===== src/sv/ertt_pkg.sv =====
// ----------------------------------------------------------------------------
// ertt_pkg
// Shared types and constants for the echo reply round-trip time tracker.
// ----------------------------------------------------------------------------
`default_nettype none

package ertt_pkg;

  // Operation codes of the input channel
  typedef enum logic {
    OP_SEND  = 1'b0,
    OP_REPLY = 1'b1
  } op_t;

  // Configuration register indexes
  typedef enum logic {
    REG_ECHO_IDENT = 1'b0,
    REG_IP_V6      = 1'b1
  } reg_idx_t;

  localparam logic [7:0]  REPLY_TYPE_V4 = 8'd0;
  localparam logic [7:0]  REPLY_TYPE_V6 = 8'd129;
  localparam logic [15:0] COUNT_MAX     = 16'hFFFF;
  localparam logic [47:0] TOTAL_MAX     = 48'hFFFF_FFFF_FFFF;

  localparam int SLOTS_DEFAULT = 128;
  localparam int QUEUE_DEPTH   = 4;

  typedef struct packed {
    logic [15:0] echo_ident;
    logic        ip_v6;
  } cfg_t;

  // Classified item handed from the front to the back
  typedef struct packed {
    logic        is_send;   // counts as a send
    logic        store_en;  // send with sequence in range
    logic        match;     // reply that updates statistics
    logic [31:0] time_us;
    logic [15:0] slot;      // sequence minus one
  } item_t;

endpackage

`default_nettype wire


===== src/sv/ertt_queue.sv =====
// ----------------------------------------------------------------------------
// ertt_queue
// Short FIFO of classified items between the front and the back.
// ----------------------------------------------------------------------------
`default_nettype none

module ertt_queue (
  input  wire logic            clk,
  input  wire logic            rst_n,
  input  wire logic            push,
  input  wire ertt_pkg::item_t push_item,
  input  wire logic            pop,
  output ertt_pkg::item_t      pop_item,
  output logic                 full,
  output logic                 not_empty
);

  localparam int QD = ertt_pkg::QUEUE_DEPTH;
  localparam int PW = (QD > 1) ? $clog2(QD) : 1;
  localparam int CW = $clog2(QD + 1);

  ertt_pkg::item_t entry_r [QD];
  logic [PW-1:0]   wr_ptr_r, wr_ptr_nxt;
  logic [PW-1:0]   rd_ptr_r, rd_ptr_nxt;
  logic [CW-1:0]   count_r, count_nxt;

  assign full      = (count_r == CW'(QD));
  assign not_empty = (count_r != '0);
  assign pop_item  = entry_r[rd_ptr_r];

  always_comb begin
    wr_ptr_nxt = wr_ptr_r;
    rd_ptr_nxt = rd_ptr_r;
    count_nxt  = count_r;
    if (push) begin
      wr_ptr_nxt = (wr_ptr_r == PW'(QD - 1)) ? '0 : wr_ptr_r + PW'(1);
    end
    if (pop) begin
      rd_ptr_nxt = (rd_ptr_r == PW'(QD - 1)) ? '0 : rd_ptr_r + PW'(1);
    end
    if (push && !pop) begin
      count_nxt = count_r + CW'(1);
    end else if (pop && !push) begin
      count_nxt = count_r - CW'(1);
    end
  end

  always_ff @(posedge clk) begin
    if (!rst_n) begin
      wr_ptr_r <= '0;
      rd_ptr_r <= '0;
      count_r  <= '0;
    end else begin
      wr_ptr_r <= wr_ptr_nxt;
      rd_ptr_r <= rd_ptr_nxt;
      count_r  <= count_nxt;
    end
  end

  always_ff @(posedge clk) begin
    if (push) begin
      entry_r[wr_ptr_r] <= push_item;
    end
  end

endmodule

`default_nettype wire


===== config.mk =====
export PLATFORM = sky130hd
export DESIGN_NAME = ertt_queue
export DESIGN_NICKNAME = d
export VERILOG_FILES = /design/src/sv/ertt_pkg.sv /design/src/sv/ertt_queue.sv
export SDC_FILE = /design/constraint.sdc
export NUM_CORES = 1
export LEC_CHECK = 0
export ABC_AREA = 0
export BUFFER_PORTS_ARGS = -buffer_cell sky130_fd_sc_hd__buf_2
export CAP_MARGIN = 10
export CORE_MARGIN = 2
export CORE_UTILIZATION = 31
export CTS_CLUSTER_DIAMETER = 100
export DETAILED_ROUTE_END_ITERATION = 10
export PLACE_DENSITY = 0.47
export REMOVE_ABC_BUFFERS = 1
export SLEW_MARGIN = 20
export SYNTH_ARGS = -nofsm -noshare
export SYNTH_HDL_FRONTEND = slang
export SYNTH_SLANG_ARGS = --single-unit

===== constraint.sdc =====
create_clock -name clk -period 2.9 [get_ports clk]
set_input_delay 0.58 -clock clk [delete_from_list [all_inputs] [get_ports clk]]
set_output_delay 0.58 -clock clk [all_outputs]
set_load 0.01 [all_outputs]

# Word-level counts from Yosys, hierarchy flattened
# Memories as Yosys holds them, arrays and structs flattened. A register that Yosys moved wholly into a read port is not among the register bits.
# Cells that the tools add are included.
# totals
ff_bits	7
latchBits	0
ram_bits	204
rom_bits	0
in_bits	55
out_inout_bits	53
elab_cells	25
memories	1
# mem_list
name	words	width	rd	rd_clocked_by_memory_dff	wr	line_no	source
entry_r	4	51	1	1	1	ertt_queue.sv:22	ertt_pkg::item_t entry_r [QD];
# op_classes
n_addsub	4
mul	0
n_div	0
magnitude_cmp	0
eq_ne	3
shifts	0
muxes	8
n_bitwise	0
n_reduce_logical	6
# op_table
operator	count
$mux W2	4
$mux W3	2
$add A2 B1 Y2 const B	2
$eq A2 B2 Y1 const B	2
$add A3 B1 Y3 const B	1
$eq A3 B3 Y1 const B	1
$reduce_bool A3 Y1	1
$sub A3 B1 Y3 const B	1
$logic_and A1 B1 Y1	2
$logic_not A1 Y1	2
$mux W1	2
$reduce_bool A2 Y1	1

# Depth between registers and ports, before layout
# logic_depth
ltp_word	4
depth_mapped	7
ltp_nobuf	7

# Worst setup path after synthesis
# Ideal clock, no wire load.
# synth_path
path_kind	input -> register
startpoint	in push
endpoint	mem entry_r[0][0] in the netlist's numbering, enable pin
setup_time_ns	0.414
arrival_ns	1.797
path_slack_ns	0.689
path_stages	1
n_path_buf	0
cell_sequence	and2_1
# synth_via
elab_chain_len	2
# synth_lines
element	line_no	source
start, declared	ertt_queue.sv:10	input wire logic push,
$mux W1	ertt_queue.sv:61	if (push) begin
$mux W1 (not written as such)	ertt_queue.sv:62	entry_r[wr_ptr_r] <= push_item;
end, declared	ertt_queue.sv:22	
# No other way between the ends.

==> flow_summary.ini <==
[critical_path]
critPathSlowestCell = mux4_1
crit_required_ps = 2320
worstPathArrival_ps = 2030
setup.worst_path.start_class = flop
crit_type = reg -> out
end_kind = output port
cpPeakStageDelay_ps = 620
crit_fanout = 51
path_cells = buf_12, mux4_1, buf_2

[clocking]
path_clk_slew_ps = 60
clockRootBuffer = clkbuf_16
cts_tree = built
cts_hold_buf = 0
postCtsSetupRepairBufs = 0
worst_skew_pair.late_latency_ps = 510
cts-resized-gates = 0
cts_buffers = 24
cts_buffer_depth = 3
cts_sinks = 213
htreeDepth = 1

[die]
rows = 58
fp.coreArea_um2 = 25000
die-area_um2 = 26700
dieWidth_um = 163
io_pins = 108
die_y_um = 163
initial_core_util_pct = 31.5

[final_layout]
fin_cells = 787
syn_to_final_growth_pct = 21.5
drive_gt1_share_pct = 45.0
final_util_pct = 38.2
nNetsFinal = 501
fillers = 2302

[logic_synthesis]
ys_types = 23
syn_inst = 311
ys_ff_latch = 213
synth.avg_cell_area_um2 = 25.3
synth-edff-count = 204
yosys.area.top_type_share_pct = 77.8
synth_most_common_cell = edfxtp_1
synth-seq-area-share_pct = 80.1
yosysWarningCount = 0
synth.largest_area_cell = edfxtp_1
netlist_area_um2 = 7880
synth_common_cells = edfxtp_1, mux4_2, dfxtp_1, ha_1
synthFlopType = edfxtp_1
yosys-top-cells-area = edfxtp_1, mux4_2, dfxtp_1
ys_async_sr_fraction_pct = 0

[power_and_ir_drop]
power.switching_w = 0.00149
internal_power_w = 0.00548
swShare_pct = 21.4
pwr-share-clk_pct = 40.4
power.density_nw_per_um2 = 729
p_seq_share_pct = 51.0
p_comb_share_pct = 8.6
irDropWorstVdd_mv = 0.320
p_leak_nw = 3.22

[drt]
vias = 3577
via_per_inst = 4.55
wire_per_inst_um = 19.2
detail_route.first_pass.iterations = 4
ant_nets = 0
drc = 0
drt_iter0_drc = 181
wirelength_um = 15100

[global_routing]
grt_max_degree = 52
antenna_found_initial = 4
grt_pass1_vias = 3906
grt_pass1_wl_um = 22800
globalRouteTotalUtil_pct = 11.4
overflow = 0

[timing]
tightest_slew_ps = 528
fmax_mhz = 384
finalSetupViolCount = 0
fin_crit_ps = 2610
hold_violations = 0
rsz0062_at_grt = false
maxSlewHeadroom_pct = 64.8
slew_violations = 0
skew_ps = 4.97
setup_tns_ps = 0
period_share_pct = 89.9

[hold_path]
hp-class = in -> reg

[placement]
dp_hpwl_um = 8950
place.port_buffers = 107
place_congestion = 0.687
dp_cells = 743

[job]
max_cap_viol_count = 0

[status]
outcome = finished, final reports clean
## worst max-delay path: cells and delay by family, from the launching register on
kind | cells | cell delay [ps]
muxes | 1 | 620
DFF | 1 | 340
buffers and inverters | 2 | 540
## cell families (layout without fill, tap and decap cells)
kind of cell / Yosys count / after routing / synth area share (%)
adders and majority gates: 7 / 7 / 1.21
and+or+nand+nor: 15 / 15 / 1.16
AOI/OAI and AO/OA: 3 / 3 / 0.254
other: 0 / 1 / 0
buffers and inverters: 16 / 161 / 1.97
muxes: 55 / 55 / 15.1
xor gates and xnor gates: 2 / 2 / 0.222
DFF: 213 / 213 / 80.1
## placed cells by master (no fill, tap or decap), types with 2 or more instances in the layout
cell	count
or3_1	2
and2_4	4
buf_12	5
mux2i_1	4
clkinv_2	7
dfxtp_1	7
buf_4	2
nor2b_1	5
clkinv_1	6
edfxtp_1	204
bufinv_16	2
clkbuf_16	24
inv_1	4
buf_2	107
mux4_2	50
ha_1	6
clkbuf_1	2
## through the flow
stage / worst slack, ps / total power [W] / instance area (um^2) / hold WS, ps
2_1_floorplan: -628 / 0.00396 / 7740 / 467
3_3_place_gp: 758 / 0.00422 / 8820 / 482
3_5_place_dp: 706 / 0.00424 / 8820 / 552
4_1_cts: 203 / 0.00711 / 9570 / 255
5_1_grt: 170 / 0.00726 / 9570 / 261
6_report: 294 / 0.00698 / 9570 / 286
## power by group through the flow
stage                     Sequential [W]  Combinational, W  Clock, W
after floorplan                  0.00365          0.000304         0
after global placement           0.00361          0.000606         0
after detailed placement         0.00362          0.000617         0
after CTS                        0.00356          0.000620   0.00293
after global routing             0.00357          0.000656   0.00304
final                            0.00356          0.000597   0.00282
## layer usage
metal	part of all wire [%]	track usage, %	wire length, um
met1	41	14.3	6230
met2	49	18.9	7400
met3	7.4	4.06	1120
met4	2.1	3.02	310
met5	0.14	0	21
## final timing paths
check / from / to / slack, ps / cells after the start
setup / recovery: flop / pop_item[31] / 290 / 3
hold / removal: push_item[7] / entry_r[1][7] / 290 / 1
setup reg to reg: wr_ptr_r[0] / entry_r[3][38] / 1270 / 3
hold reg to reg: rd_ptr_r[1] / flop / 560 / 2
## registers in the layout (all words and copies together), names as in the netlist, named ones only
name	count
rd_ptr_r	2
entry_r	204
wr_ptr_r	2
count_r	3
## layout make-up
type	instances	area, um^2	area share [%]
inverter	4	15.0	0.157
multi-input combinational	82	1430	14.9
timing repair buffer	114	651	6.80
clock buffer	26	608	6.36
sequential	213	6310	66.0
clock inverter	17	141	1.48
tap	330	413	4.32
antenna	1	2.50	0.0262
(Power assumes the default switching activity.)
