$ cat config.mk
export PLATFORM = sky130hd
export DESIGN_NAME = ertt_back
export DESIGN_NICKNAME = d
export VERILOG_FILES = /design/src/sv/ertt_pkg.sv /design/src/sv/ertt_back.sv
export SDC_FILE = /design/constraint.sdc
export NUM_CORES = 2
export LEC_CHECK = 0
export BUFFER_PORTS_ARGS = -buffer_cell sky130_fd_sc_hd__buf_2
export CAP_MARGIN = 20
export CORE_MARGIN = 2
export CORE_UTILIZATION = 35
export DETAILED_ROUTE_END_ITERATION = 12
export SYNTH_ARGS = -nofsm -noshare
export SYNTH_HDL_FRONTEND = slang
export SYNTH_SLANG_ARGS = --single-unit
$ cat constraint.sdc
create_clock -name clk -period 6.7 [get_ports clk]
set_input_delay 0.335 -clock clk [delete_from_list [all_inputs] [get_ports clk]]
set_output_delay 0.335 -clock clk [all_outputs]
set_load 0.02 [all_outputs]
$ cat src/sv/ertt_pkg.sv
// ----------------------------------------------------------------------------
// ertt_pkg
// Shared types and constants for the echo reply round-trip time tracker.
// ----------------------------------------------------------------------------
`default_nettype none

package ertt_pkg;

  // Operation codes of the input channel
  typedef enum logic {
    OP_SEND  = 1'b0,
    OP_REPLY = 1'b1
  } op_t;

  // Configuration register indexes
  typedef enum logic {
    REG_ECHO_IDENT = 1'b0,
    REG_IP_V6      = 1'b1
  } reg_idx_t;

  localparam logic [7:0]  REPLY_TYPE_V4 = 8'd0;
  localparam logic [7:0]  REPLY_TYPE_V6 = 8'd129;
  localparam logic [15:0] COUNT_MAX     = 16'hFFFF;
  localparam logic [47:0] TOTAL_MAX     = 48'hFFFF_FFFF_FFFF;

  localparam int SLOTS_DEFAULT = 128;
  localparam int QUEUE_DEPTH   = 4;

  typedef struct packed {
    logic [15:0] echo_ident;
    logic        ip_v6;
  } cfg_t;

  // Classified item handed from the front to the back
  typedef struct packed {
    logic        is_send;   // counts as a send
    logic        store_en;  // send with sequence in range
    logic        match;     // reply that updates statistics
    logic [31:0] time_us;
    logic [15:0] slot;      // sequence minus one
  } item_t;

endpackage

`default_nettype wire

$ cat src/sv/ertt_back.sv
// ----------------------------------------------------------------------------
// ertt_back
// Timestamp store, RTT pipeline and statistics registers with result output.
// ----------------------------------------------------------------------------
`default_nettype none

module ertt_back #(
  parameter int SLOTS = ertt_pkg::SLOTS_DEFAULT
) (
  input  wire logic            clk,
  input  wire logic            rst_n,
  input  wire logic            q_not_empty,
  input  wire ertt_pkg::item_t q_item,
  output logic                 pop,
  output logic                 clr_busy,
  output logic                 out_valid,
  input  wire logic            out_ready,
  output logic                 out_matched,
  output logic [31:0]          out_rtt_us,
  output logic [15:0]          out_sent_count,
  output logic [15:0]          out_received_count,
  output logic [31:0]          out_min_rtt_us,
  output logic [31:0]          out_max_rtt_us,
  output logic [47:0]          out_total_rtt_us
);

  localparam int AW = (SLOTS > 1) ? $clog2(SLOTS) : 1;

  logic [31:0]     mem [SLOTS];
  logic [AW-1:0]   addr;
  logic            advance;

  // clearing pass
  logic            clr_busy_r;
  logic [AW-1:0]   clr_addr_r;

  // stage 1: item plus stored send time
  logic            s1_valid_r;
  ertt_pkg::item_t s1_item_r;
  logic [31:0]     rdata_r;

  // stage 2: RTT
  logic            s2_valid_r;
  logic            s2_send_r;
  logic            s2_match_r;
  logic [31:0]     s2_rtt_r;

  // stage 3: result and statistics
  logic            out_valid_r;
  logic            out_matched_r;
  logic [31:0]     out_rtt_r;
  logic [15:0]     sent_r, sent_nxt;
  logic [15:0]     reply_r, reply_nxt;
  logic [31:0]     min_r, min_nxt;
  logic [31:0]     max_r, max_nxt;
  logic [47:0]     sum_r, sum_nxt;
  logic [48:0]     sum_add;

  assign addr     = q_item.slot[AW-1:0];
  assign advance  = !out_valid_r || out_ready;
  assign pop      = advance && q_not_empty && !clr_busy_r;
  assign clr_busy = clr_busy_r;

  always_ff @(posedge clk) begin
    if (!rst_n) begin
      clr_busy_r <= 1'b1;
      clr_addr_r <= '0;
    end else if (clr_busy_r) begin
      clr_addr_r <= clr_addr_r + AW'(1);
      if (clr_addr_r == AW'(SLOTS - 1)) begin
        clr_busy_r <= 1'b0;
      end
    end
  end

  // Store: one write port (clear or send), one registered read port.
  always_ff @(posedge clk) begin
    if (clr_busy_r) begin
      mem[clr_addr_r] <= '0;
    end else if (pop && q_item.store_en) begin
      mem[addr] <= q_item.time_us;
    end
    if (pop && q_item.match) begin
      rdata_r <= mem[addr];
    end
  end

  always_ff @(posedge clk) begin
    if (advance) begin
      s1_item_r  <= q_item;
      s2_send_r  <= s1_item_r.is_send;
      s2_match_r <= s1_item_r.match;
      s2_rtt_r   <= s1_item_r.time_us - rdata_r;
    end
  end

  // statistics update for the item leaving stage 2
  assign sum_add = {1'b0, sum_r} + 49'(s2_rtt_r);

  always_comb begin
    sent_nxt  = sent_r;
    reply_nxt = reply_r;
    min_nxt   = min_r;
    max_nxt   = max_r;
    sum_nxt   = sum_r;
    if (s2_valid_r && s2_send_r && (sent_r != ertt_pkg::COUNT_MAX)) begin
      sent_nxt = sent_r + 16'd1;
    end
    if (s2_valid_r && s2_match_r) begin
      if (reply_r != ertt_pkg::COUNT_MAX) begin
        reply_nxt = reply_r + 16'd1;
      end
      // first match sets the minimum unconditionally
      if ((reply_r == 16'd0) || (s2_rtt_r < min_r)) begin
        min_nxt = s2_rtt_r;
      end
      if (s2_rtt_r > max_r) begin
        max_nxt = s2_rtt_r;
      end
      sum_nxt = sum_add[48] ? ertt_pkg::TOTAL_MAX : sum_add[47:0];
    end
  end

  always_ff @(posedge clk) begin
    if (!rst_n) begin
      s1_valid_r    <= 1'b0;
      s2_valid_r    <= 1'b0;
      out_valid_r   <= 1'b0;
      out_matched_r <= 1'b0;
      out_rtt_r     <= '0;
      sent_r        <= '0;
      reply_r       <= '0;
      min_r         <= '0;
      max_r         <= '0;
      sum_r         <= '0;
    end else if (advance) begin
      s1_valid_r    <= pop;
      s2_valid_r    <= s1_valid_r;
      out_valid_r   <= s2_valid_r;
      out_matched_r <= s2_match_r;
      out_rtt_r     <= s2_match_r ? s2_rtt_r : 32'd0;
      sent_r        <= sent_nxt;
      reply_r       <= reply_nxt;
      min_r         <= min_nxt;
      max_r         <= max_nxt;
      sum_r         <= sum_nxt;
    end
  end

  assign out_valid          = out_valid_r;
  assign out_matched        = out_matched_r;
  assign out_rtt_us         = out_rtt_r;
  assign out_sent_count     = sent_r;
  assign out_received_count = reply_r;
  assign out_min_rtt_us     = min_r;
  assign out_max_rtt_us     = max_r;
  assign out_total_rtt_us   = sum_r;

endmodule

`default_nettype wire

**After elaboration in Yosys (flattened, before gate mapping)**

Memories as Yosys holds them, arrays and structs flattened. A register that Yosys moved wholly into a read port is not among the register bits.
Index checks and enable logic that the tools add are counted.

- Register bits after elaboration: 256
- Bits in latches: 0
- RAM bits: 4096
- ROM bits: 0
- Bits of input ports: 55
- Output and inout bits: 180
- Logic and storage cells: 59
- Memories: 1

Memory list:

| name | depth | bits a word | rd ports | clocked after memory_dff | write ports | RTL line | text |
|---|---|---|---|---|---|---|---|
| mem | 128 | 32 | 1 | 1 | 1 | ertt_back.sv:29 | `logic [31:0] mem [SLOTS];` |

- Add/sub/neg operators: 5
- $mul: 0
- Divide/modulo/power cells: 0
- $lt $le $gt $ge: 2
- Equal/unequal tests: 3
- Shift operators: 0
- Multiplexer cells: 12
- Bitwise logic cells: 0
- Reductions and logical operators: 18

Operators with widths:

| cell | number |
|---|---|
| 32-bit 2-to-1 mux | 2 |
| 48-bit by 32-bit adder with 49-bit output | 1 |
| 48-bit 2-to-1 mux | 1 |
| 16-bit by 1-bit adder with 16-bit output, second input constant | 2 |
| 32-bit > comparator | 1 |
| 32-bit < comparator | 1 |
| 16-bit != test, second input constant | 2 |
| 32-bit OR reduction | 1 |
| 32-bit subtractor | 1 |
| 16-bit logical NOT | 1 |
| 3-bit AND reduction | 3 |
| 1-bit 2-to-1 mux | 8 |
| 7-bit by 1-bit adder with 7-bit output, second input constant | 1 |
| 7-bit == test, second input constant | 1 |
| 1-bit logical AND | 7 |
| 7-bit 2-to-1 mux | 1 |
| 2-bit AND reduction | 2 |
| 1-bit logical NOT | 2 |
| 1-bit logical OR | 2 |

**Logic depth before layout (Yosys ltp)**

- Depth after elaboration: 10
- Gate-level depth with buffers: 13
- Gate-level depth less buffers: 12

**Least setup slack after synthesis**

No wires, ideal clock.

- Path type: reg-to-reg
- From: reg clr_busy_r, in the netlist clr_busy
- To: mem mem[36][0] (enable)
- Library setup time: 421 ps
- Arrival: 3840 ps
- Data required time: 6279 ps
- Slack: 2438 ps
- Stages on the path, launching flop included: 10
- Buffers on the path: 3
- Clock period less this slack: 4262 ps
- Cells stage by stage: dfxtp_1 > clkbuf_1 > nor3b_1 > and2_1 > buf_2 > mux2i_1 > nand2b_1 > nand2b_1 > clkbuf_1 > nor2_1

- Longest elaborated chain between the ends: 8
- Elaborated cells on any way between the ends: 11
- Those cells by class: 7 x mux; 4 x reduce/logical

RTL lines:

| element | RTL line | text |
|---|---|---|
| start, declared | ertt_back.sv:34 | `logic clr_busy_r;` |
| start signal, assigned | ertt_back.sv:66 | `clr_busy_r <= 1'b1;` |
| start signal, assigned | ertt_back.sv:71 | `clr_busy_r <= 1'b0;` |
| 1-bit logical NOT | ertt_back.sv:61 | `assign pop = advance && q_not_empty && !clr_busy_r;` |
| 1-bit logical AND | ertt_back.sv:61 |  |
| 1-bit logical AND | ertt_back.sv:80 | `end else if (pop && q_item.store_en) begin` |
| 1-bit 2-to-1 mux | ertt_back.sv:80 |  |
| 1-bit 2-to-1 mux | ertt_back.sv:78 | `if (clr_busy_r) begin` |
| 1-bit 2-to-1 mux (implied by the code) | ertt_back.sv:81 | `mem[addr] <= q_item.time_us;` |
| 32-bit OR reduction (no line) | - |  |
| 7-bit 2-to-1 mux (no line) or 1-bit 2-to-1 mux (tied branches) | - |  |
| end, declared | ertt_back.sv:29 |  |

Parallel ways exist; a longest one is shown, timed or not.

**Final worst setup path**

- From: reg clr_busy_r, in the netlist clr_busy
- To: mem mem[48][29] (enable)

The elaborated chain is that of the path after synthesis.

==> flow_summary.toml <==
[status]
status = "finished with violations"
violations = "antenna rules"

[route]
wl_per_cell_um = 30.03
drc = 0
wl_um = 454000
drtAntennaViolNets = 1
firstDrtPassIters = 7
viasPerCell = 5.537
drt_iter0_drc = 10383
vias = 83705

[pwr]
swShare_pct = 20.92
power-per-cell-area_mw_per_mm2 = 279.5
ir_drop_mv = 0.2133
power_switching_mw = 11.51
intPower_mw = 43.51
p_clk_share_pct = 42.1
leakagePower_nw = 69.53
sequentialPowerShare_pct = 54.1
power_frac_comb_pct = 3.8

[run]
max_cap_viol_count = 0

[logic_synthesis]
synth_edf_count = 4196
ys_warn_count = 0
synth_xor_area_share_pct = 0.4495
synth_top_family_by_area = "multiplexers"
async_flop_share_pct = 0
synthMuxAreaShare_pct = 18.07
syn-cell-area_sq_mm = 0.1715
avgSynthCellArea_sq_um = 22.30
synth_fp_nets = 7874
synth_adder_area_share_pct = 0.9720
ys.flop_type = "edfxtp_1"
ys_seq_area_share_pct = 75.68
synthCells = 7687
ys_ff_latch = 4384
synth_compound_area_share_pct = 1.681
synthSimpleGateAreaFrac_pct = 1.907
synth_cell_types = 66

[floorplanning]
rows = 257
die_width_um = 703.9
start_util_pct = 35.08
die_h_um = 703.9
die_area_sq_mm = 0.4955
ios = 235
core_area_sq_mm = 0.4888

[critical_path]
cpLargestDelayFamily = "simple AND/OR/NAND/NOR gates"
required_ns = 7.28
critPathCaptureType = "flop"
reg2reg_slack_ns = 2.01
worstPathMaxFanout = 32
slowest_delay_ns = 0.64
crit_buf_inv = 3
criticalPathCategory = "flop to flop"
crit_path_start_kind = "flop"
arrival_ns = 5.27
cp_slowest_cell = "mux2i_1"
path_common_cell = "buf_4"
path_cells = "nor3b_2, buf_4, and2_1, mux2i_1, nand2b_1, nand2b_2, buf_4, nor2_4, buf_4"

[layout]
fin_nets = 8454
drive_above_1_share_pct = 30.93
stdcell_count = 15117
area.growth.synth_to_final_pct = 14.82

[grt]
gr-total-overflow = 0
grt_antenna_before_repair = 59
grtUsageTotal_pct = 17.89
first_global_vias = 83626
grt_pass1_wl_um = 641300
grt_max_degree = 169

[clock_tree]
cts-resized-gates = 0
cts-buffers-inserted = 424
htreeDepth = 5
postCtsSetupRepairBufs = 0
clock_path_buffers = 4
cts_root_buffer = "clkbuf_16"
numClockSinks = 4384
clk-insertion-delay-late_ns = 0.98
tritoncts = "built"
clkTransAtPathRegs_ns = 0.06

[timing]
worst_slew_pin_slew_ns = 1.170
rsz0062_at_grt = "no"
period_share_pct = 69.93
setup_violations = 0
maxSlewHeadroom_pct = 21.99
fmax_mhz = 213.4
fin_skew_ns = 0.05792
slew_viol_final = 0
fin_crit_ns = 4.685
hold_viol = 0
final.setup.tns_ns = 0

[placed_design]
place_inst = 14276
place_hpwl_um = 271700
portBuffers = 225
routabilityCongestion = 0.8785

[hold_path]
hold_path.class = "input pin to flop"
[synth_stat cells, drive strengths merged (14+ instances only)]
cell / instances / area (sq um)
edfxtp: 4196 / 126000
or3: 14 / 87.58
inv: 126 / 473.0
xor2: 38 / 332.8
and2: 17 / 106.4
nor2: 197 / 739.5
a21o: 57 / 427.9
o21ai: 80 / 400.4
clkbuf: 263 / 987.2
a31oi: 65 / 406.6
nand2: 174 / 653.1
mux2i: 35 / 350.3
xnor2: 50 / 437.9
and3: 46 / 287.8
ha: 130 / 1627
buf: 144 / 660.6
mux2: 32 / 360.4
dfxtp: 188 / 3764
nor3: 44 / 220.2
nand2b: 21 / 131.4
nand3: 61 / 305.3
o311ai: 33 / 289.0
a21oi: 138 / 690.7
nand4: 65 / 406.6
mux4: 1344 / 30270
[per-stage QoR]
step / setup WS, ns / hold WS, ns / util (%) / power [mW] / instance area, sq um
floorplan: 2.438 / 0.4003 / - / 31.64 / 171500
global placement: 1.816 / 0.4017 / 37.44 / 32.40 / 183000
detailed placement: 2.016 / 0.4045 / 37.44 / 32.42 / 183000
CTS: 2.125 / 0.03010 / 40.24 / 55.43 / 196700
global route: 1.881 / 0.09433 / 40.26 / 56.52 / 196800
finish: 2.015 / 0.1037 / 40.28 / 55.02 / 196900
[power by group through the flow]
stage	combinational, mW	clock [mW]	sequential (mW)
floorplan	1.32	0	30.3
global placement	2.06	0	30.3
detailed placement	2.07	0	30.4
CTS	2.10	23.6	29.8
global route	2.18	24.6	29.8
finish	2.08	23.2	29.8
[worst paths after layout]
check,start,to,cells after the start
worst max-delay path,clr_busy$_SDFF_PN1_,mem[48][29]$_DFFE_PP_,9
worst min-delay path,q_item[50],s1_item_r[50]$_DFFE_PN_,2
worst max register to register,clr_busy$_SDFF_PN1_,mem[48][29]$_DFFE_PP_,9
worst min register to register,s1_item_r[48]$_DFFE_PN_,s2_match_r$_DFFE_PN_,0
[logic make-up after synthesis]
logic type	after synthesis
AOI/OAI and AO/OA	454
muxes	1411
adders and majority gates	132
xor gates and xnor gates	88
and+or+nand+nor	685
DFF	4384
buffers and inverters	533
[flip-flops by register name, indices dropped and copies added, names as in the netlist, 7 cells and up]
| signal | cells |
|---|---|
| clr_addr_r | 7 |
| out_total_rtt_us | 48 |
| out_received_count | 16 |
| out_max_rtt_us | 32 |
| out_min_rtt_us | 32 |
| out_rtt_us | 32 |
| out_sent_count | 16 |
| s1_item_r | 34 |
| mem | 4096 |
| rdata_r | 32 |
| s2_rtt_r | 32 |
[layout by cell type, fill, tap and decap left out, types with 59 or more instances in the layout]
cell          n
clkbuf_16   432
mux4_2     1344
clkinv_2     80
a31oi_1      65
a21oi_1     138
nand2_1     174
inv_1       124
nand4_1      65
ha_1        130
clkbuf_1     87
nor2_1       69
nand3_1      59
nor2_4      128
o21ai_0      80
edfxtp_1   4196
clkinv_1    112
buf_4       260
dfxtp_1     188
buf_2       218
[area by class of cell]
type                       instances  area [sq um]
antenna                           27         67.56
clock buffer                     521         11160
clock inverter                   253          2155
fill                           42507        291900
inverter                         126         475.5
multi-input combinational       2770         40770
sequential                      4384        129800
tap                             6475          8102
timing repair buffer             561          4360
[metal layers]
layer	share of wire, %	GRT usage [%]	up-vias
li1	-	-	33814
met1	40	24.97	45308
met5	0.0068	0	-
met3	8.6	3.112	630
met4	3.0	5.069	6
met2	48	28.98	3947
[worst register-to-register path, stage by stage, from the launching register on]
cell and delay (ns):
dfxtp_1 0.48, nor3b_2 0.32, buf_4 0.20, and2_1 0.53
mux2i_1 0.65, nand2b_1 0.37, nand2b_2 0.59, buf_4 0.42
nor2_4 0.15, buf_4 0.53
[what timing repair did]
action                                  in CTS  in global routing
hold endpoints to repair                   130                  0
hold buffers                                35                  0
endpoints found under the setup margin       0                  0
Power figures use the tool's default switching activity.
