$ cat src/sv/ertt_pkg.sv
// ----------------------------------------------------------------------------
// ertt_pkg
// Shared types and constants for the echo reply round-trip time tracker.
// ----------------------------------------------------------------------------
`default_nettype none

package ertt_pkg;

  // Operation codes of the input channel
  typedef enum logic {
    OP_SEND  = 1'b0,
    OP_REPLY = 1'b1
  } op_t;

  // Configuration register indexes
  typedef enum logic {
    REG_ECHO_IDENT = 1'b0,
    REG_IP_V6      = 1'b1
  } reg_idx_t;

  localparam logic [7:0]  REPLY_TYPE_V4 = 8'd0;
  localparam logic [7:0]  REPLY_TYPE_V6 = 8'd129;
  localparam logic [15:0] COUNT_MAX     = 16'hFFFF;
  localparam logic [47:0] TOTAL_MAX     = 48'hFFFF_FFFF_FFFF;

  localparam int SLOTS_DEFAULT = 128;
  localparam int QUEUE_DEPTH   = 4;

  typedef struct packed {
    logic [15:0] echo_ident;
    logic        ip_v6;
  } cfg_t;

  // Classified item handed from the front to the back
  typedef struct packed {
    logic        is_send;   // counts as a send
    logic        store_en;  // send with sequence in range
    logic        match;     // reply that updates statistics
    logic [31:0] time_us;
    logic [15:0] slot;      // sequence minus one
  } item_t;

endpackage

`default_nettype wire

$ cat src/sv/ertt_front.sv
// ----------------------------------------------------------------------------
// ertt_front
// Accepts input items and classifies them into send/store/match decisions.
// ----------------------------------------------------------------------------
`default_nettype none

module ertt_front #(
  parameter int SLOTS = ertt_pkg::SLOTS_DEFAULT
) (
  input  wire logic           in_valid,
  output logic                in_ready,
  input  wire logic           in_operation,
  input  wire logic [31:0]    in_time_us,
  input  wire logic [7:0]     in_msg_type,
  input  wire logic [15:0]    in_msg_ident,
  input  wire logic [15:0]    in_seq_number,
  input  wire ertt_pkg::cfg_t cfg,
  input  wire logic           q_full,
  input  wire logic           clr_busy,
  output logic                push,
  output ertt_pkg::item_t     push_item
);

  localparam logic [15:0] SLOTS_W = 16'(SLOTS);

  logic       in_range;
  logic       type_ok;
  logic [7:0] want_type;

  assign in_ready  = !q_full && !clr_busy;
  assign push      = in_valid && in_ready;

  assign in_range  = (in_seq_number != 16'd0) && (in_seq_number <= SLOTS_W);
  assign want_type = cfg.ip_v6 ? ertt_pkg::REPLY_TYPE_V6 : ertt_pkg::REPLY_TYPE_V4;
  assign type_ok   = (in_msg_type == want_type);

  always_comb begin
    push_item.is_send  = (in_operation == ertt_pkg::OP_SEND);
    push_item.store_en = (in_operation == ertt_pkg::OP_SEND) && in_range;
    push_item.match    = (in_operation == ertt_pkg::OP_REPLY) && type_ok &&
                         (in_msg_ident == cfg.echo_ident) && in_range;
    push_item.time_us  = in_time_us;
    push_item.slot     = in_seq_number - 16'd1;
  end

endmodule

`default_nettype wire

$ cat config.mk
export PLATFORM = sky130hd
export DESIGN_NAME = ertt_front
export DESIGN_NICKNAME = d
export VERILOG_FILES = /design/src/sv/ertt_pkg.sv /design/src/sv/ertt_front.sv
export SDC_FILE = /design/constraint.sdc
export NUM_CORES = 1
export LEC_CHECK = 0
export ABC_AREA = 0
export BUFFER_PORTS_ARGS = -buffer_cell sky130_fd_sc_hd__buf_2
export CAP_MARGIN = 20
export CORE_MARGIN = 3
export CORE_UTILIZATION = 25
export DETAILED_ROUTE_END_ITERATION = 10
export GPL_TIMING_DRIVEN = 0
export PLACE_DENSITY = 0.78
export SLEW_MARGIN = 20
export SYNTH_ARGS = -nofsm -noshare
export SYNTH_HDL_FRONTEND = slang
export SYNTH_SLANG_ARGS = --single-unit
$ cat constraint.sdc
create_clock -name vclk -period 1.6
set_clock_uncertainty 0.15 [all_clocks]
set_input_delay 0.16 -clock vclk [all_inputs]
set_output_delay 0.16 -clock vclk [all_outputs]
set_load 0.1 [all_outputs]
## Yosys cells after proc, flatten, opt, wreduce, memory -nomap -nowiden

Cells that the tools add are included.

| word-level totals | value |
|---|---|
| flip-flop bits (word level) | 0 |

| cells by class | value |
|---|---|
| eq/ne operators | 2 |
| muxes and demuxes | 1 |
| magnitude comparators | 1 |
| reductions and logical operators | 10 |
| bitwise operators | 1 |
| $add $sub $neg | 1 |

Operators with widths:

| operator | number |
|---|---|
| == test 16 bit | 1 |
| less-or-equal comparator 16 x 8 -> 1 bit (second input constant) | 1 |
| nonzero test 16 bit | 1 |
| subtractor 16 x 1 -> 16 bit (second input constant) | 1 |
| == test 8 bit | 1 |
| two-way mux 8 bit | 1 |
| logical AND 1 bit | 7 |
| zero test 1 bit | 2 |
| inverter 1 bit | 1 |

## Logic depth before layout (Yosys ltp)

Gate-level depths: netlist (run 1).

| logic depth | value |
|---|---|
| depth after elaboration | 5 |
| mapped depth | 6 |
| mapped depth without buffers | 6 |

## Worst setup path before layout (run 1)

Ideal clock, no wire load.

| path | value |
|---|---|
| kind | input -> output |
| from | input in_seq_number[0] |
| to | output push_item[14] (netlist bit) |
| path buffers | 0 |
| arrival time | 3.076 ns |
| setup slack | -1.786 ns |
| cell stages on the path | 6 |
| required time | 1.290 ns |
| cells stage by stage | inv_1 > ha_1 > nand2b_1 > nor3_2 > nand3b_1 > xnor2_1 |

RTL lines:

| item | line | RTL |
|---|---|---|
| from (decl) | ertt_front.sv:16 | `input wire logic [15:0] in_seq_number,` |
| to (decl) | ertt_front.sv:21 | `output ertt_pkg::item_t push_item` |

==> results of run 1 <==
tightest hold or removal path: cells and delay by family:
kind                   cells  cell delay (ns)
buffers and inverters      2             0.26
AND/OR/NAND/NOR            1             0.05
final cells by class:
class              instances  area (sq um)  area share (%)
inverters                  4          25.0            1.09
well taps                 44          55.1            2.40
repair buffers           131          1010            44.2
plain buffers             32           240            10.5
multi-input cells         73           960            41.9
synth_stat cells (2+ instances only):
cell      number
nand3b_1       2
buf_4         32
ha_1           2
xor2_1        26
nor3_2         3
or4_4          2
nor2_1         7
xnor2_1        3
nor3_1         3
inv_1          4
nand2_1        5
nor4_1         8
repair_timing:
action                     CTS  global route
setup buffers               13             4
setup endpoints to repair   14            14
pin swaps                   13            11
cloned                       0             0
resized for setup           87            12
hold endpoints to repair     0             0
hold buffers                 0             0
cells by family (layout without fill, tap and decap cells):
kind of cell             count (synthesis)  after routing
adder cells (fa/ha/maj)                  2              2
XOR/XNOR                                29             29
buffers and inverters                   36            167
AO/OA/AOI/OAI                            2              2
AND/OR/NAND/NOR                         40             40
cell usage in the layout (no fill, tap or decap), types with 2 or more instances in the layout:
cell and instances:
nor2_1 3, nor3_1 2, nor4_4 5, xnor2_4 3, nor4_1 5, nand3b_1 2
clkinvlp_4 2, nor3_4 4, buf_2 91, buf_4 42, nor2_4 3, nand2_4 2
or4_4 2, xor2_4 10, xor2_1 16, buf_12 16, buf_8 2, nand2_1 2
buf_6 11
stage by stage:
| stage | utilization [%] | cell area (sq um) |
|---|---|---|
| floorplan | - | 1170 |
| detailed placement | 58.3 | 1800 |
| global route | 74.5 | 2290 |
| CTS | 72.1 | 2220 |
| finish | 74.5 | 2290 |
| global placement | 58.3 | 1800 |
how the worst max path moves through the flow:
stage	end
after floorplan	push_item[48]
after global routing	push_item[48]
after detailed placement	push_item[14]
after global placement	push_item[14]
final	push_item[48]
after CTS	push_item[14]
per-layer routing:
metal  track usage, %  part of all wire (%)
met4             3.58                   1.8
met5                0                     0
met1             17.8                    31
met2             36.8                    60
met3             2.70                   7.8
report_power, final:
part	internal (uW)	switching, uW	total [uW]
Sequential	0	0	0
Combinational	309	709	1020
Clock	0	0	0
==> flow_summary.json, run 1 <==
{
  "yosysTopAreaCell": "buf_4",
  "grt_first_pass_wirelength_um": 5800,
  "nClkBuffers": 0,
  "crit_family": "simple AND/OR/NAND/NOR gates",
  "max_stage_delay_ns": 0.57,
  "synth-adder-area-share_pct": 3.08,
  "slew_headroom_pct": 67.2,
  "whs_ns": 0.485,
  "required_ns": 1.29,
  "critPathKind": "in -> out",
  "period_share_pct": 129,
  "initial_utilization_pct": 26.4,
  "ys_seq_area_share_pct": 0,
  "fmax_mhz": 486,
  "rsz0062_at_grt": "true",
  "startpoint_type": "input pin",
  "grt_max_degree": 7,
  "ys_warn_count": 0,
  "wire_per_inst_um": 13.1,
  "ant_nets": 0,
  "coreArea_sq_um": 3080,
  "track_usage_pct": 17.6,
  "drive_gt1_share_pct": 84.6,
  "final_cells": 284,
  "crit_buf_inv": 4,
  "finalPower_uw": 1020,
  "synthMuxAreaShare_pct": 0,
  "netlist_instances": 109,
  "powerDensity_nw_per_um2": 444,
  "setup_ws_ns": -0.459,
  "syn_area_sq_um": 813,
  "first_iter_violations": 8,
  "finalSetupViolations": 12,
  "first_global_vias": 1332,
  "startpoint": "in_seq_number[6]",
  "num_rows": 20,
  "synth-xor-area-share_pct": 31.2,
  "outcome": "complete, but fails checks",
  "vias_per_cell": 4.22,
  "holdPathEnd": "push_item[49]",
  "dpl.hpwl_um": 2980,
  "synthSimpleGateAreaFrac_pct": 32.6,
  "ys_top_cells_by_area": "buf_4 (30%), xor2_1 (28%), nor4_1 (6.2%)",
  "worst-path-stages": 8,
  "worstMarginPinSlew_ns": 0.495,
  "hold_class": "in -> out",
  "crit_chain": "buf_12, or4_4, buf_6, or3_1, nand4b_1, buf_6, nor3_4, buf_12",
  "syn-num-nets": 204,
  "cpMaxStageDelayCell": "or4_4",
  "io_pins": 146,
  "max_cap_viol_count": 0,
  "fillCellCount": 237,
  "grt_overflow": 0,
  "cp.arrival_ns": 1.75,
  "hold_violations": 0,
  "drtPass1Iterations": 4,
  "avgSynthCellArea_sq_um": 7.46,
  "portBuffers": 114,
  "maxSlewViolCount": 0,
  "synth_cell_type_count": 24,
  "post-route-min-period_ns": 2.06,
  "pre_cts_ws_ns": -0.871,
  "drc": 0,
  "register_area_sq_um": 0,
  "violations": "negative setup slack",
  "leakagePower_uw": 0.00113,
  "path_max_fanout": 3,
  "antennaDiodeCount": 0,
  "setup_tns_ns": -3.37,
  "vias": 1199,
  "finalWeightedCongestion": 0.733,
  "grt_antenna_before_repair": 0,
  "yosysTopAreaCellShare_pct": 29.5,
  "ir_drop_mv": 0.428,
  "hold_start": "in_operation",
  "die-area_sq_um": 3970,
  "cp-end-kind": "primary output",
  "synthToLayoutAreaGrowth_pct": 182,
  "synth_top_family_by_area": "simple AND/OR/NAND/NOR gates",
  "die_x_um": 63.0,
  "post-place-cells": 267,
  "design.seq.count": 0,
  "nets": 337,
  "synth_compound_area_share_pct": 1.69,
  "die_y_um": 63.0,
  "whs_path_depth": 3,
  "wl_um": 3720
}
Power figures use the tool's default switching activity.
==> run 2: changes to the inputs <==
Settings changed: CORE_UTILIZATION 25 to 28, PLACE_DENSITY 0.78 to 0.82.
Clock period 1.6 ns to 2.2 ns, I/O delays scaled along.
==> run 2 against run 1 <==
The flow now finishes without violations. Largest cell class unchanged. Highest routed layer unchanged. Combinational power is 35% lower. Utilization is 3.7 points lower. Wire length is 8.6% lower. Worst setup slack better by 0.46 ns. Sequential cell count stayed put.
==> flow_summary.json, run 2 (synthesis gave the netlist of run 1 again) <==
{
  "whs_ns": 0.602,
  "die_y_um": 59.9,
  "portBuffers": 114,
  "critPathKind": "in -> out",
  "powerDensity_nw_per_um2": 359,
  "design.seq.count": 0,
  "io_pins": 146,
  "first_iter_violations": 34,
  "ir_drop_mv": 0.347,
  "ant_nets": 0,
  "die-area_sq_um": 3590,
  "fillCellCount": 206,
  "gr-usage-met1_pct": 18.4,
  "finalSetupViolations": 0,
  "whs_path_depth": 3,
  "final_cells": 255,
  "layout_commonest_cell": "buf_2",
  "required_ns": 1.83,
  "nClkBuffers": 0,
  "setup_ws_ns": 0.00107,
  "grt_max_degree": 7,
  "cpMaxStageDelayCell": "or4_4",
  "finalPower_uw": 664,
  "finalWeightedCongestion": 0.869,
  "p_comb_share_pct": 100.0,
  "cp-end-kind": "primary output",
  "p_int_uw": 167,
  "slew_headroom_pct": 66.0,
  "clkPwrFrac_pct": 0,
  "drtPass1Iterations": 4,
  "grt_first_pass_wirelength_um": 4520,
  "post-route-min-period_ns": 2.20,
  "grt_overflow": 0,
  "max_stage_delay_ns": 0.59,
  "leakagePower_uw": 0.000949,
  "cp.arrival_ns": 1.83,
  "multi_input_area_sq_um": 875,
  "grt_antenna_before_repair": 0,
  "path_max_fanout": 4,
  "nets": 322,
  "vias_per_cell": 4.42,
  "post-place-cells": 253,
  "drive_gt1_share_pct": 80.4,
  "use_met2_pct": 31.6,
  "seqPwrFrac_pct": 0,
  "coreArea_sq_um": 2610,
  "num_rows": 18,
  "crit_chain": "buf_2, or4_4, nor4_4, xor2_4, buf_4",
  "maxSlewViolCount": 0,
  "max_cap_viol_count": 0,
  "fmax_mhz": 455,
  "initial_utilization_pct": 31.1,
  "outcome": "completed",
  "final_cell_mix": "buf_2 (99), buf_4 (38), xor2_1 (16), xor2_4 (9)",
  "period_share_pct": 100,
  "drc": 0,
  "wl_um": 3400,
  "startpoint_type": "input pin",
  "die_x_um": 59.9,
  "register_area_sq_um": 0,
  "antennaDiodeCount": 0,
  "first_global_vias": 1092,
  "dpl.hpwl_um": 2840,
  "p_sw_share_pct": 74.9,
  "worstMarginPinSlew_ns": 0.514,
  "rsz0062_at_grt": "true",
  "synthToLayoutAreaGrowth_pct": 127,
  "hold_violations": 0,
  "wire_per_inst_um": 13.3,
  "pre_cts_ws_ns": -0.351,
  "hold_class": "in -> out",
  "grtUsageMet3_pct": 1.73,
  "vias": 1127,
  "setup_tns_ns": 0,
  "p_sw_uw": 497,
  "hold_start": "in_operation",
  "track_usage_pct": 16.0,
  "holdPathEnd": "push_item[49]",
  "grt.busiest_layer": "met2"
}
-- run 2: area by class of cell --
type                       count  share of cell area, %
buffer                        32                   13.0
inverter                       4                   1.02
multi-input combinational     73                   47.3
tap                           30                   2.03
timing repair buffer         116                   36.6
-- run 2: how the worst max path moves through the flow --
| stage | from | to | slack, ns | cells after the start |
|---|---|---|---|---|
| 6_report | in_seq_number[6] | push_item[12] | 0.001 | 5 |
| 5_1_grt | in_seq_number[11] | push_item[48] | -0.07 | 6 |
| 4_1_cts | in_seq_number[6] | push_item[14] | -0.07 | 6 |
| 3_5_place_dp | in_seq_number[6] | push_item[14] | -0.35 | 6 |
| 3_3_place_gp | in_seq_number[6] | push_item[14] | -0.34 | 6 |
| 2_1_floorplan | in_seq_number[0] | push_item[48] | -0.44 | 6 |
-- run 2: stage by stage --
step / area [sq um] / util [%]
global route: 1850 / 70.7
floorplan: 1080 / -
CTS: 1790 / 68.3
finish: 1850 / 70.7
detailed placement: 1690 / 64.7
global placement: 1690 / 64.7
-- run 2: what timing repair did --
| action | 4_1_cts | 5_1_grt |
|---|---|---|
| pin swaps | 4 | 3 |
| setup endpoints to repair | 10 | 10 |
| hold buffers | 0 | 0 |
| gates cloned | 0 | 0 |
| gates resized for setup | 25 | 13 |
| buffers inserted | 1 | 1 |
-- run 2: metal layers --
layer | vias up | share of wire, % | wire length, um
met2 | 79 | 55 | 1880
met3 | 4 | 12 | 398
li1 | 565 | - | -
met1 | 479 | 32 | 1080
met4 | 0 | 0.91 | 31
met5 | - | 0 | 0
-- run 2: power by group through the flow --
stage / logic (uW) / clock network (uW) / registers [uW]
6_report: 664 / 0 / 0
3_3_place_gp: 639 / 0 / 0
3_5_place_dp: 642 / 0 / 0
4_1_cts: 655 / 0 / 0
5_1_grt: 688 / 0 / 0
2_1_floorplan: 505 / 0 / 0
-- run 2: worst max-delay path: cells and delay by family --
family	cells	cell delay, ns
buf+inv	2	0.44
xor+xnor	1	0.18
simple gates	2	0.98
==> run 3: changes to the inputs <==
Settings changed: ABC_AREA 0 to 1, CORE_UTILIZATION 28 to 33, PLACE_DENSITY 0.82 to 0.85.
==> run 3 against run 2 <==
Via count is 35% higher. Area after synthesis is 31% higher. First-iteration DRC count is 44% lower. Cell count is 44% higher. Wire length is 7.5% higher. Combinational power is 3% higher. Worst setup slack better by 0.10 ns. Critical path depth is 3 higher. Sequential share of layout area stayed put. Non-clock buffer count is 1 lower. Global-route usage is 1.9 points higher. Largest cell class is now multi-input combinational cells.
==> flow_summary.json, run 3 <==
{
  "outcome": "completed",
  "yosysTopAreaCellShare_pct": 23.2,
  "crit_chain": "buf_2, clkinvlp_4, ha_2, nand3_4, nor3_4, buf_4, xor2_4, buf_2",
  "hold_violations": 0,
  "crit_path_end": "push_item[8]",
  "path_max_fanout": 5,
  "track_usage_pct": 17.9,
  "synth_cell_type_count": 18,
  "layout_commonest_cell": "buf_2",
  "wire_per_inst_um": 9.95,
  "period_share_pct": 95.3,
  "first_iter_violations": 19,
  "powerDensity_nw_per_um2": 341,
  "whs_ns": 0.675,
  "finalWeightedCongestion": 0.781,
  "required_ns": 1.83,
  "first_global_vias": 1504,
  "cp-end-kind": "primary output",
  "io_pins": 146,
  "die_x_um": 62.8,
  "yosysTopAreaCell": "nand2_1",
  "leakagePower_uw": 0.00119,
  "max_cap_viol_count": 0,
  "wl_um": 3650,
  "finalSetupViolations": 0,
  "cts_hold_buf": 0,
  "fmax_mhz": 477,
  "startpoint_type": "input pin",
  "startpoint": "in_seq_number[0]",
  "antennaDiodeCount": 0,
  "cp.arrival_ns": 1.73,
  "dpl.hpwl_um": 3550,
  "ys_seq_area_share_pct": 0,
  "final_cell_mix": "buf_2 (111), nand2_1 (65), inv_1 (41), buf_4 (34), nor2_1 (27)",
  "ant_nets": 0,
  "vias": 1522,
  "hold_class": "in -> out",
  "hold_start": "in_time_us[9]",
  "synthTopCellsByCount": "nand2_1 (66), inv_1 (42), buf_4 (32)",
  "avgSynthCellArea_sq_um": 5.08,
  "whs_path_depth": 2,
  "synthToLayoutAreaGrowth_pct": 87.9,
  "cpMostUsedCell": "buf_2",
  "grt_overflow": 0,
  "fillCellCount": 266,
  "coreArea_sq_um": 2920,
  "register_area_sq_um": 0,
  "grt_antenna_before_repair": 0,
  "design.seq.count": 0,
  "ys_warn_count": 0,
  "maxSlewViolCount": 0,
  "grt_max_degree": 6,
  "ir_drop_mv": 0.340,
  "syn_area_sq_um": 1070,
  "post-route-min-period_ns": 2.10,
  "initial_utilization_pct": 36.5,
  "nClkBuffers": 0,
  "vias_per_cell": 4.15,
  "slew_headroom_pct": 67.0,
  "ys_top_cells_by_area": "nand2_1 (23%), buf_4 (23%), inv_1 (15%)",
  "netlist_instances": 210,
  "multi_input_area_sq_um": 956,
  "critPathKind": "in -> out",
  "die-area_sq_um": 3950,
  "cpMaxStageDelayCell": "buf_2",
  "syn-num-nets": 305,
  "die_y_um": 62.8,
  "worstMarginPinSlew_ns": 0.499,
  "setup_tns_ns": 0,
  "num_rows": 19,
  "portBuffers": 114,
  "synth_most_common_cell": "nand2_1",
  "drtPass1Iterations": 4,
  "nets": 422,
  "drive_gt1_share_pct": 55.1,
  "rsz0062_at_grt": "false",
  "grt_first_pass_wirelength_um": 6130,
  "max_stage_delay_ns": 0.43,
  "drc": 0
}
-- run 3: changes by cell type after synthesis, moves of 6 or more --
| cell | before | now |
|---|---|---|
| nand2_1 | 5 | 66 |
| nor4_1 | 8 | 0 |
| nor2_2 | 0 | 6 |
| inv_1 | 4 | 42 |
| xor2_1 | 26 | 10 |
| nor2_1 | 7 | 28 |
-- run 3: critical path, delay by kind of cell --
kind / cells / cell delay (ns)
xor gates and xnor gates: 1 / 0.13
adders and majority gates: 1 / 0.27
and+or+nand+nor: 2 / 0.30
buffers and inverters: 4 / 0.79
-- run 3: kinds of logic after synthesis --
group	synth area share, %
xor gates and xnor gates	13.1
and+or+nand+nor	46.4
adders and majority gates	2.35
AOI/OAI and AO/OA	0.469
buffers and inverters	37.7
-- run 3: report_power, final --
| part | switching [uW] | internal (uW) | total (uW) |
|---|---|---|---|
| logic | 517 | 166 | 683 |
| registers | 0 | 0 | 0 |
| clock network | 0 | 0 | 0 |
-- run 3: final cells by class --
cell class | count | area share, %
multi-input cells | 135 | 47.7
well taps | 42 | 2.62
plain buffers | 32 | 12.0
repair buffers | 115 | 29.4
inverters | 43 | 8.24
-- run 3: through the flow --
| stage | std cells | total power (uW) | utilization, % | cell area (sq um) | setup slack, ns |
|---|---|---|---|---|---|
| after floorplan | 210 | 546 | - | 1350 | -0.351 |
| after global placement | 366 | 673 | 67.4 | 1970 | -0.180 |
| after detailed placement | 366 | 682 | 67.4 | 1970 | -0.227 |
| after CTS | 366 | 687 | 68.2 | 1990 | 0.0226 |
| after global routing | 367 | 719 | 68.5 | 2000 | 0.0257 |
| final | 367 | 683 | 68.5 | 2000 | 0.104 |
-- run 3: repair_timing --
item | CTS | global route
cloned | 0 | 0
pin swaps | 1 | 1
setup endpoints to repair | 3 | 3
buffers inserted | 0 | 1
gates resized for setup | 6 | 1
-- run 3: layer usage --
layer	vias up	routed length (um)	GRT usage, %
li1	802	-	-
met1	644	1130	16.9
met2	73	2140	38.6
met5	-	0	0
met4	0	29	1.65
met3	3	351	4.68
-- run 3: how the worst min path moves through the flow --
| stage | to | slack (ns) |
|---|---|---|
| 2_1_floorplan | push_item[49] | 0.40 |
| 3_3_place_gp | push_item[21] | 0.67 |
| 3_5_place_dp | push_item[44] | 0.67 |
| 4_1_cts | push_item[30] | 0.68 |
| 5_1_grt | push_item[25] | 0.68 |
| 6_report | push_item[25] | 0.67 |
